**src/hcbp_pkg.sv**
```systemverilog
`timescale 1ns / 1ps
package hcbp_pkg;

  localparam int SYMBOL_COUNT = 256;
  localparam int MAX_CODE_LEN = 32;
  localparam int RESULT_LIMIT_LEN = 40;
  localparam int BITS_PER_BYTE = 8;
  localparam int CODE_W = 32;
  localparam int LEN_W = 6;
  localparam int SYM_W = 8;
  localparam int TOTAL_W = 32;
  localparam int ADDR_W = (SYMBOL_COUNT > 1) ? $clog2(SYMBOL_COUNT) : 1;
  localparam int LEN_CAP =
    (MAX_CODE_LEN > RESULT_LIMIT_LEN) ? RESULT_LIMIT_LEN : MAX_CODE_LEN;

  typedef enum logic [1:0] {
    ACT_LOAD   = 2'd0,
    ACT_ENCODE = 2'd1,
    ACT_FLUSH  = 2'd2,
    ACT_NONE   = 2'd3
  } action_t;

  typedef enum logic {
    KIND_DATA  = 1'b0,
    KIND_TOTAL = 1'b1
  } kind_t;

  typedef struct packed {
    logic [LEN_W-1:0]  len;
    logic [CODE_W-1:0] code;
  } entry_t;

  // One pass of the shift unit.
  typedef struct packed {
    logic              byte_done;
    logic [7:0]        byte_val;
    logic [6:0]        acc;
    logic [2:0]        cnt;
    logic [LEN_W-1:0]  rem;
  } step_t;

endpackage

```
**src/hcbp_shift_unit.sv**
```systemverilog
`timescale 1ns / 1ps
module hcbp_shift_unit (
  input  logic [6:0]                    acc,
  input  logic [2:0]                    cnt,
  input  logic [hcbp_pkg::CODE_W-1:0]   code,
  input  logic [hcbp_pkg::LEN_W-1:0]    rem,
  output hcbp_pkg::step_t               step
);

  localparam int WIDE_W = hcbp_pkg::RESULT_LIMIT_LEN;

  logic [3:0]                  space;
  logic [3:0]                  take;
  logic [3:0]                  total;
  logic [hcbp_pkg::LEN_W-1:0]  shamt;
  logic [WIDE_W-1:0]           wide;
  logic [7:0]                  mask;
  logic [7:0]                  chunk;
  logic [15:0]                 shifted;
  logic [7:0]                  merged;
  logic                        done;

  always_comb begin
    // Take as many bits as fit in the open byte, earliest first.
    space   = 4'(hcbp_pkg::BITS_PER_BYTE) - {1'b0, cnt};
    take    = (rem < {2'b00, space}) ? rem[3:0] : space;
    shamt   = rem - {2'b00, take};
    wide    = {{(WIDE_W - hcbp_pkg::CODE_W){1'b0}}, code} >> shamt;
    mask    = 8'((9'h001 << take) - 9'h001);
    chunk   = wide[7:0] & mask;
    shifted = {9'h000, acc} << take;
    merged  = shifted[7:0] | chunk;
    total   = {1'b0, cnt} + take;
    done    = (total == 4'(hcbp_pkg::BITS_PER_BYTE));

    step.byte_done = done;
    step.byte_val  = merged;
    step.acc       = done ? 7'd0 : merged[6:0];
    step.cnt       = done ? 3'd0 : total[2:0];
    step.rem       = shamt;
  end

endmodule

```
**config.mk**
```make
export PLATFORM = sky130hd
export DESIGN_NAME = hcbp_shift_unit
export DESIGN_NICKNAME = d
export VERILOG_FILES = /design/src/hcbp_pkg.sv /design/src/hcbp_shift_unit.sv
export SDC_FILE = /design/constraint.sdc
export NUM_CORES = 1
export LEC_CHECK = 0
export BUFFER_PORTS_ARGS = -buffer_cell sky130_fd_sc_hd__buf_2
export CORE_UTILIZATION = 25
export DETAILED_ROUTE_END_ITERATION = 8
export PLACE_DENSITY = 0.46
export SLEW_MARGIN = 30
export SYNTH_ARGS = -nofsm -noshare
export SYNTH_HDL_FRONTEND = slang
export SYNTH_SLANG_ARGS = --single-unit
```
**constraint.sdc**
```tcl
create_clock -name vclk -period 8.1
set_input_delay 1.215 -clock vclk [all_inputs]
set_output_delay 1.215 -clock vclk [all_outputs]
set_load 0.02 [all_outputs]
```
==> impl.org, run 1 <==
** Power
- Overall power of the completed layout :: 0.0004396 W
- In this run the static leakage power is about 1.3 nW.
- IR analysis of the VDD net gives a maximum drop of a little under 0.05 mV.
- Power density over cell area :: about 160 nW/um^2

** Synth
- Leading cell type by number of instances after synthesis :: sky130_fd_sc_hd__mux2i_1
- Mux contribution to synthesized area :: 0.5108
- Mean instance size in the synthesized netlist :: approximately 9 um^2
- The number of nets handed over by synthesis was between 300 and 400.
- Netlist cell types :: 52
- Portion of synthesized cell area occupied by the leading cell type :: 0.2385
- Synthesized-area fraction occupied by xor and xnor cells :: 0.03755
- Combined area of all synthesized cells :: around 2300 um^2
- Ranked by instance count, the synthesized netlist is headed by sky130_fd_sc_hd__mux2i_1, sky130_fd_sc_hd__mux4_2, sky130_fd_sc_hd__inv_1.
- Post-synthesis compound-gate area fraction :: 0.1668
- Cells after synthesis :: 254
- Post-synthesis adder-cell area fraction :: 0.07289
- Top cells by area in the synthesized netlist :: sky130_fd_sc_hd__mux4_2, sky130_fd_sc_hd__mux2i_1, sky130_fd_sc_hd__ha_1
- Area share of and/or/nand/nor cells after synthesis :: 0.1298
- Yosys printed 0 warnings.
- The synthesized design spends more area on one cell type than any other, namely sky130_fd_sc_hd__mux4_2.
- For this run, the register share of the synthesized area comes to 0.
- Combinational family with the most area after synthesis :: multiplexers

** Final layout
- Post-route non-filler standard cell count :: 426
- After the last flow step, the layout net total stands at 380.
- Number of clock buffers in the layout :: 0
- Antenna Diode Count :: 0
- In the final layout, the share of cells above drive strength 1 is 0.4119.
- Seq Cell Count :: 0
- Storage element area :: 0 um^2
- Area added between synthesis and finish :: 21.09%

** Timing
- The number of max-slew violations in the final report was 0.
- TNS Setup :: 0 ns
- Fin worst setup slack :: around 0.75 ns
- Of the available clock period, the critical path in the final layout requires 0.9078.
- At the pin with the least slew margin, the transition time is ~0.8 ns.
- Derived from the worst setup path, the maximum achievable clock frequency is roughly 140 MHz.
- Setup repair after global routing left no endpoint under its margin.
- The worst path needs around 7.4 ns of the cycle, external delays included.
- Headroom to the max-slew limit came out at 0.4525.
- Setup violations remaining at the end of the flow were counted as 0.
- Hold timing on the final database bottoms out at a slack of approximately 2.9 ns.
- Hold violation count in the final report :: 0

** Placed design
- Cells after DPL :: about 430
- OpenSTA, run right after detailed placement, puts the worst setup slack at 0.7175 ns.
- The congestion estimate from routability-driven global placement came to just over 0.8.
- Placed wire-length estimate after detailed placement :: around 5400 um
- Buffers placed on the I/O ports in this run total 73.

** Drt
- Number of vias per cell :: roughly 5.2
- Total vias in the final route :: 2228
- The first detailed-routing pass ran for 4 iterations.
- In the final routed layout, each cell accounts on average for 15.16 um.
- DR WL met3 :: roughly 250 um
- Once detail routing completed, the nets flagged for antenna violations numbered 0.
- Iteration-0 DRC count of the detailed router :: approximately 100
- Post-detailed-route DRC marker count :: 0
- Top sig layer :: met4
- Routed wl met2 :: slightly above 3000 um
- Wires add up to roughly 6500 um.
- Met1 wire length :: 3059 um

** Clocking
- After clock tree synthesis, the flow added hold-fix buffers numbering 0.
- Total of cells resized after clock tree synthesis :: 0
- Post-CTS timing repair inserted 0 buffers for setup.

** Critical path
- Cell occurring most often along the worst timing path :: sky130_fd_sc_hd__inv_1
- Max stage delay on crit path :: 0.94 ns
- List of cells traversed by the critical path :: buf_2 -> inv_1 -> ha_1 -> xor2_1 -> a221oi_1 -> o21ai_1 -> mux2i_1 -> buf_4 -> inv_1 -> ha_2 -> fa_1 -> inv_1 -> a211oi_1 -> a21oi_1 -> mux4_1 -> mux2_2 -> a22o_1 -> nor2b_1 -> buf_2
- For the worst setup path, the data arrival time is 6.14 ns.
- Along the worst path, the maximum fanout reaches 13.
- For the worst setup path, the data required time is 6.88 ns.
- Cell family with most CP delay :: adder cells
- Critical setup path kind :: in -> out
- The slowest stage of the critical path is the sky130_fd_sc_hd__fa_1 cell.
- Worst setup EP type :: output port
- The worst setup path is launched from an input port.
- Together, buffers and inverters on the worst path number 6.

** Floorplan
- The initialized floorplan defines 34 standard-cell rows.
- The die is 97.21 um tall.
- Overall die width :: roughly 100 um
- In this run the standard cell core region covers between 8000 and 9000 um^2.
- Die ar. :: between 9000 and 10000 um^2
- Boundary pin count :: 73
- Initial core utilization :: 0.2586

** Worst hold path
- The min-delay analysis places its worst path in the category in -> out.

** Global routing
- Wire length of the first global-routing pass :: 10850 um
- Across every metal layer, demand over resource in global routing totals 0.1344.
- The initial antenna violation count came to 0.
- Via count of the first global-routing pass :: approximately 2200
- Entering global routing, the biggest net connects 26 pins.
- Global-route congestion overflow total :: 0

** Status
- The run finished with clean final reports.

** Run
- The tool flagged a number of max-cap violations equal to 0.
==> power breakdown <==
| part | total [W] | leakage [nW] | switching, W | internal [W] |
|---|---|---|---|---|
| Sequential | 0 | 0 | 0 | 0 |
| Clock | 0 | 0 | 0 | 0 |
| Combinational | 0.000440 | 1.29 | 0.000240 | 0.000200 |
==> tightest hold or removal path: cells and delay by family <==
family	cells	cell delay, ns
buf+inv	2	0.28
simple gates	2	0.16
==> routing by layer <==
layer,global-route usage,vias to the layer above
li1,-,1112
met1,0.1914,1058
met2,0.2373,56
met3,0.003597,2
met4,0.005741,0
met5,0,-
==> through the flow <==
step | area, um^2 | utilization
after global routing | 2744 | 0.3131
after detailed placement | 2744 | 0.3131
after CTS | 2744 | 0.3131
final | 2744 | 0.3131
after global placement | 2741 | 0.3128
after floorplan | 2266 | -
==> cell usage in the layout, fill, tap and decap left out, drive strengths merged, types with 2 or more instances in the layout <==
| cell | instances |
|---|---|
| nand4 | 2 |
| nand3 | 5 |
| nor2 | 11 |
| a211oi | 4 |
| xor2 | 2 |
| buf | 85 |
| nor2b | 7 |
| ha | 10 |
| mux2 | 11 |
| nand2 | 16 |
| and2 | 2 |
| o211ai | 2 |
| inv | 19 |
| a21oi | 16 |
| o32ai | 2 |
| fa | 2 |
| or3 | 2 |
| nand2b | 3 |
| mux2i | 44 |
| nor4 | 3 |
| o21a | 2 |
| nor3 | 3 |
| mux4 | 26 |
| o21ai | 17 |
| a31oi | 2 |
| xnor2 | 6 |
==> area by class of cell <==
type               instances  area (um^2)
repair buffers            85        455.4
well taps                108        135.1
multi-input cells        214         2082
fillers                  963         6020
inverters                 19        71.32
==> cells by family (layout without fill, tap and decap cells) <==
| group | after synthesis | after routing |
|---|---|---|
| buffers and inverters | 40 | 104 |
| adders and majority gates | 12 | 12 |
| AOI/OAI and AO/OA | 56 | 56 |
| xor gates and xnor gates | 8 | 8 |
| and+or+nand+nor | 57 | 57 |
| muxes | 81 | 81 |
==> final timing paths <==
kind / startpoint / endpoint / cells past startpoint
hold / removal: acc[0] / step[16] / 4
setup / recovery: cnt[1] / step[13] / 19
(Power assumes the default switching activity.)
==> run 2: changes to the inputs <==
--- a/config.mk
+++ b/config.mk
@@ -5,10 +5,10 @@
 export SDC_FILE = /design/constraint.sdc
 export NUM_CORES = 1
 export LEC_CHECK = 0
-export BUFFER_PORTS_ARGS = -buffer_cell sky130_fd_sc_hd__buf_2
 export CORE_UTILIZATION = 25
 export DETAILED_ROUTE_END_ITERATION = 8
-export PLACE_DENSITY = 0.46
+export DONT_BUFFER_PORTS = 1
+export PLACE_DENSITY = 0.39
 export SLEW_MARGIN = 30
 export SYNTH_ARGS = -nofsm -noshare
 export SYNTH_HDL_FRONTEND = slang
==> run 2 against run 1 <==
Against the previous run: cell count decreased by 16%; largest cell class unchanged; non-clock buffer count is 67 lower; die area did not move; final area down 11%.
==> impl.org, run 2 (same netlist as run 1, synthesis figures left out) <==
** Status
- Result of the run :: complete, no violations

** Global routing
- Met3 capacity usage during global routing :: 0.01511
- Global-route met1 utilization :: 0.1711
- The initial antenna violation count came to 0.
- The first global-routing pass estimated 10410 um of wire.
- Entering global routing, the biggest net connects 36 pins.
- The via count of the first global-routing pass was between 1500 and 2000.
- Met2 Resource Use GR :: 0.2476
- Global-route congestion overflow total :: 0
- In the global route stage, overall resource usage came out at 0.1324.
- In this run the most used layer during global routing was met2.

** Floorplan
- The floorplan has 34 rows.
- For this configuration, the core starts out at a cell density of 0.2586.
- For this design the top-level I/O count stands at 73.
- Overall die width :: 97.21 um
- Core area :: 8763 um^2
- The floorplan step set the die height to between 90 and 100 um.
- Die ar. :: about 9400 um^2

** Final layout
- From synthesis to final layout, the design area changed by 7.730%.
- At the end of the flow, the number of nets in the layout was 313.
- Number of clock buffers in the layout :: 0
- Storage element area :: 0 um^2
- Antenna Diode Count :: 0
- Proportion of layout cells with a drive suffix above 1 :: 0.2510
- Post-route non-filler standard cell count :: around 360
- Seq Cell Count :: 0
- Most frequent cells in the layout :: sky130_fd_sc_hd__mux2i_1, sky130_fd_sc_hd__mux4_2, sky130_fd_sc_hd__buf_4
- Commonest non-fill, non-tap cell in the layout :: sky130_fd_sc_hd__mux2i_1

** Power
- IR analysis of the VDD net gives a maximum drop of 0.04922 mV.
- Overall power of the completed layout :: about 0.00041 W
- In this run the power density over the cells is around 170 nW/um^2.
- Summed over all cells, the static leakage comes to approximately 1.0 nW.

** Drt
- Post-Route WL :: 6404 um
- The first detailed-routing pass took 4 iterations.
- Number of vias per cell :: 5.474
- For this run, design rule violations remaining after detail routing come to 0.
- Dividing the detail-routed wire length by the instance count gives roughly 18 um.
- Iteration-0 DRC count of the detailed router :: approximately 100
- Remaining antenna violation count :: 0
- Total vias in the final route :: approximately 2000

** Timing
- Tightest slew margin relative to the limit :: 0.5175
- Crit share post-route :: 0.8904
- At the pin with the least slew margin, the transition time is 0.7184 ns.
- RSZ-0062 raised after global routing :: false
- Hold violation count in the final report :: 0
- Setup-violating endpoint count in the final report :: 0
- Minimum period implied by the final worst setup slack :: approximately 7.2 ns
- Total count of max-transition violations in the final report :: 0
- TNS Setup :: 0 ns
- Derived from the worst setup path, the maximum achievable clock frequency is ~140 MHz.

** Critical path
- Worst setup EP type :: output port
- CP Data Required Time :: between 6 and 7 ns
- List of cells traversed by the critical path :: inv_1 -> ha_1 -> xor2_1 -> a221oi_1 -> o21ai_1 -> mux2i_1 -> buf_4 -> inv_1 -> buf_4 -> ha_1 -> fa_1 -> buf_4 -> inv_1 -> a211oi_1 -> a21oi_1 -> mux4_1 -> mux2_2 -> a22o_1 -> nor2b_1
- In this run the worst setup path begins at cnt[1].
- Stages on worst setup path :: 19
- On the worst path, the slowest cell contributes a delay of 0.50 ns.
- Broken down by cell family, the worst path's largest delay share belongs to buffers and inverters.
- Following the worst setup path forward leads to its endpoint at step[13].
- The slowest stage of the critical path is the sky130_fd_sc_hd__mux4_1 cell.
- Critical setup path kind :: in -> out
- Arrival time of data at the critical path endpoint :: 6.00 ns
- Count of buffer and inverter cells on the critical path :: 6
- Max Fanout on Critical Path :: 35
- Startpoint kind of the worst setup timing path :: input port

** Run
- Max-cap violations :: 0

** Placed design
- In this run the tool buffered the top-level ports with 0 buffer cells.
- Cells after DPL :: around 360
- The congestion estimate from routability-driven global placement came to ~0.75.
- Placed wire-length estimate after detailed placement :: approximately 5300 um

** Worst hold path
- Worst Min Path Start :: acc[0]
- Worst Hold Class :: in -> out

** Clocking
- In this run the post-CTS setup repair buffer count came out at 0.
- Total of cells resized after clock tree synthesis :: 0
- For this design, the CTS-stage hold fixing added 0 buffers.
[run 2: worst min-delay path by stage]
stage	slack, ns	to	cells after the start
after global placement	2.68	step[6]	1
after detailed placement	2.70	step[16]	2
after floorplan	2.63	step[16]	2
final	2.70	step[16]	2
after global routing	2.71	step[6]	1
after CTS	2.70	step[16]	2
[run 2: layout make-up]
type,count,area [um^2]
Fill cell,949,6322
Inverter,19,71.32
Multi-Input combinational cell,214,2100
Tap cell,108,135.1
Timing Repair Buffer,18,135.1
[run 2: layer usage]
| metal | wire length (um) | vias up |
|---|---|---|
| li1 | - | 982 |
| met1 | 2823 | 945 |
| met2 | 3304 | 36 |
| met3 | 262 | 2 |
| met4 | 14 | 0 |
| met5 | 0 | - |
[run 2: where the power goes]
part	total (W)	switching, W	internal (W)
Sequential	0	0	0
Combinational	0.000412	0.000229	0.000183
Clock	0	0	0
[run 2: per-stage QoR]
step	hold slack, ns	utilization	worst slack [ns]	area (um^2)
after global routing	2.708	0.2786	0.4088	2441
final	2.699	0.2786	0.8878	2441
after global placement	2.685	0.2763	0.7847	2421
after floorplan	2.630	-	0.6160	2266
after CTS	2.702	0.2786	0.8404	2441
after detailed placement	2.701	0.2786	0.8848	2441
==> run 3: changes to the inputs <==
--- a/config.mk
+++ b/config.mk
@@ -8,7 +8,7 @@
 export CORE_UTILIZATION = 25
 export DETAILED_ROUTE_END_ITERATION = 8
 export DONT_BUFFER_PORTS = 1
-export PLACE_DENSITY = 0.39
+export PLACE_DENSITY = 0.43
 export SLEW_MARGIN = 30
 export SYNTH_ARGS = -nofsm -noshare
 export SYNTH_HDL_FRONTEND = slang
==> run 3 against run 2 <==
Against the previous run: fmax fell by 1.1%; power fell by 0.41%; first-iteration DRC count rose by 21%; clock-buffer cell count did not move.
==> impl.org, run 3 (same netlist as run 1, synthesis figures left out) <==
** Timing
- Highest attainable clock frequency :: 137.1 MHz
- Tightest slew margin relative to the limit :: 0.4578
- Setup-violating endpoint count in the final report :: 0
- Of the available clock period, the critical path in the final layout requires 0.9005.
- RSZ-0062 raised after global routing :: false
- The total count of hold-check failures in the final report came to 0.
- TNS Setup :: 0 ns
- For the pin with the worst max-slew slack, the measured transition is slightly above 0.8 ns.
- Fin worst setup slack :: a little over 0.8 ns
- On the final layout, the worst hold slack is approximately 2.7 ns.
- Total count of max-transition violations in the final report :: 0
- Counting I/O delays and the setup requirement, the final critical path takes 7.294 ns.

** Global routing
- Met3 capacity usage during global routing :: 0.02230
- Entering global routing, the biggest net connects 27 pins.
- For met2 alone, demand over resource in global routing was 0.2216.
- Wire length of the first global-routing pass :: approximately 10000 um
- GR Util All Layers :: 0.1303
- In this run the most used layer during global routing was met2.
- For this run the aggregate overflow at the end of global routing stands at 0.
- Global-route met1 utilization :: 0.1830
- The via count of the first global-routing pass is about 1900.
- Initial antenna violation count :: 0

** Placed design
- The HPWL after detailed placement is between 5000 and 6000 um.
- Prior to clock tree synthesis, the placed netlist has a worst setup slack of ~0.76 ns.
- Placer's final routability congestion estimate :: a little under 0.8
- Cell Area, Placed :: 2437 um^2
- During placement, the flow inserted port buffers numbering 0.

** Worst hold path
- Number of instances on the worst hold path :: 2
- The path class of the tightest hold or removal check is in -> out.
- For hold timing, the worst endpoint is step[16].
- Worst Min Path Start :: acc[0]

** Drt
- Before antenna repair, the detailed router went through 4 iterations.
- Total vias in the final route :: 1965
- Remaining antenna violation count :: 0
- In the routed design, unresolved DRC markers number 0.
- For this block, the initial DRC count from the detailed router was 119.
- Post-Route WL :: 6387 um
- After detailed routing, the average wire length per cell comes to roughly 18 um.
- In the routed layout, each cell is associated on average with a via count of between 5 and 6.

** Floorplan
- The initialized floorplan defines 34 standard-cell rows.
- Boundary pin count :: 73
- Overall die width :: approximately 97 um
- Initial core utilization :: 0.2586
- The total area inside the core boundary comes to between 8000 and 9000 um^2.
- Measured along the y axis, the die boundary spans a little under 100 um.
- Die ar. :: approximately 9400 um^2

** Critical path
- For this design, the slowest cell found on the critical path is sky130_fd_sc_hd__fa_1.
- Count of buffer and inverter cells on the critical path :: 4
- Of all nets on the critical path, the largest fanout is 15.
- The critical path is of the in -> out type.
- Worst setup EP type :: output port
- In this design, the largest share of critical-path delay is due to adder cells.
- The worst setup path is launched from an input port.
- At the worst endpoint, the required time is slightly below 7 ns.
- The cell that appears most often on the critical path is sky130_fd_sc_hd__inv_1.
- Walking the worst path, the cells encountered are inv_1 -> ha_1 -> xor2_1 -> a221oi_1 -> o21ai_1 -> mux2i_1 -> buf_4 -> inv_1 -> ha_1 -> fa_1 -> inv_1 -> a211oi_1 -> a21oi_1 -> mux4_1 -> mux2_2 -> a22o_1 -> nor2b_1.
- Max stage delay on crit path :: around 1 ns
- Arrival time of data at the critical path endpoint :: approximately 6.1 ns

** Run
- Across the run, the number of max-cap violations was 0.

** Final layout
- Proportion of layout cells with a drive suffix above 1 :: 0.2480
- The net count of the finished layout is 312.
- Area added between synthesis and finish :: 7.565%
- Final-layout fill cell count :: roughly 950
- The repair_antennas step left the layout with diodes totalling 0.
- Most frequent cells in the layout :: sky130_fd_sc_hd__mux2i_1, sky130_fd_sc_hd__mux4_2, sky130_fd_sc_hd__inv_1
- Storage element area :: 0 um^2
- Leaving out fill and tap cells, the most frequent cell in the layout is sky130_fd_sc_hd__mux2i_1.
- There are 0 flip-flops and latches.
- Number of clock buffers in the layout :: 0
- Post-route cell area :: ~2400 um^2

** Power
- The analysis attributes to cell leakage a power of slightly above 1 nW.
- Overall power of the completed layout :: around 0.00041 W
- Power density over cell area :: about 170 nW/um^2
- Largest vdd supply drop :: roughly 0.054 mV

** Clocking
- Post-CTS Repair Setup Buffers :: 0
- Total of cells resized after clock tree synthesis :: 0
- Hold bufs inserted after CTS :: 0

** Status
- Result of the run :: complete, no violations
-- run 3: final cells by class --
type                       instances  area [um^2]  area share
timing repair buffer              17        140.1     0.05749
multi-input combinational        214         2091      0.8578
tap                              108        135.1     0.05544
inverter                          19        71.32     0.02926
-- run 3: worst max-delay path by stage --
stage | from | to | cells after the start
after floorplan | cnt[1] | step[15] | 19
after global placement | cnt[1] | step[13] | 17
after detailed placement | cnt[1] | step[13] | 17
after CTS | cnt[1] | step[13] | 17
after global routing | cnt[1] | step[13] | 17
final | cnt[1] | step[13] | 17
-- run 3: per-stage QoR --
stage | cells | util
floorplan | 254 | -
global placement | 358 | 0.2768
detailed placement | 358 | 0.2781
CTS | 358 | 0.2781
global route | 358 | 0.2781
finish | 358 | 0.2781
-- run 3: metal layers --
layer / routed length, um / part of all wire
met1: 2995 / 0.47
met4: 0 / 0
met2: 3044 / 0.48
met3: 347 / 0.054
met5: 0 / 0
-- run 3: report_power, final --
part	internal, W	switching [W]
clock network	0	0
registers	0	0
logic	0.000184	0.000226
total	0.000184	0.000226
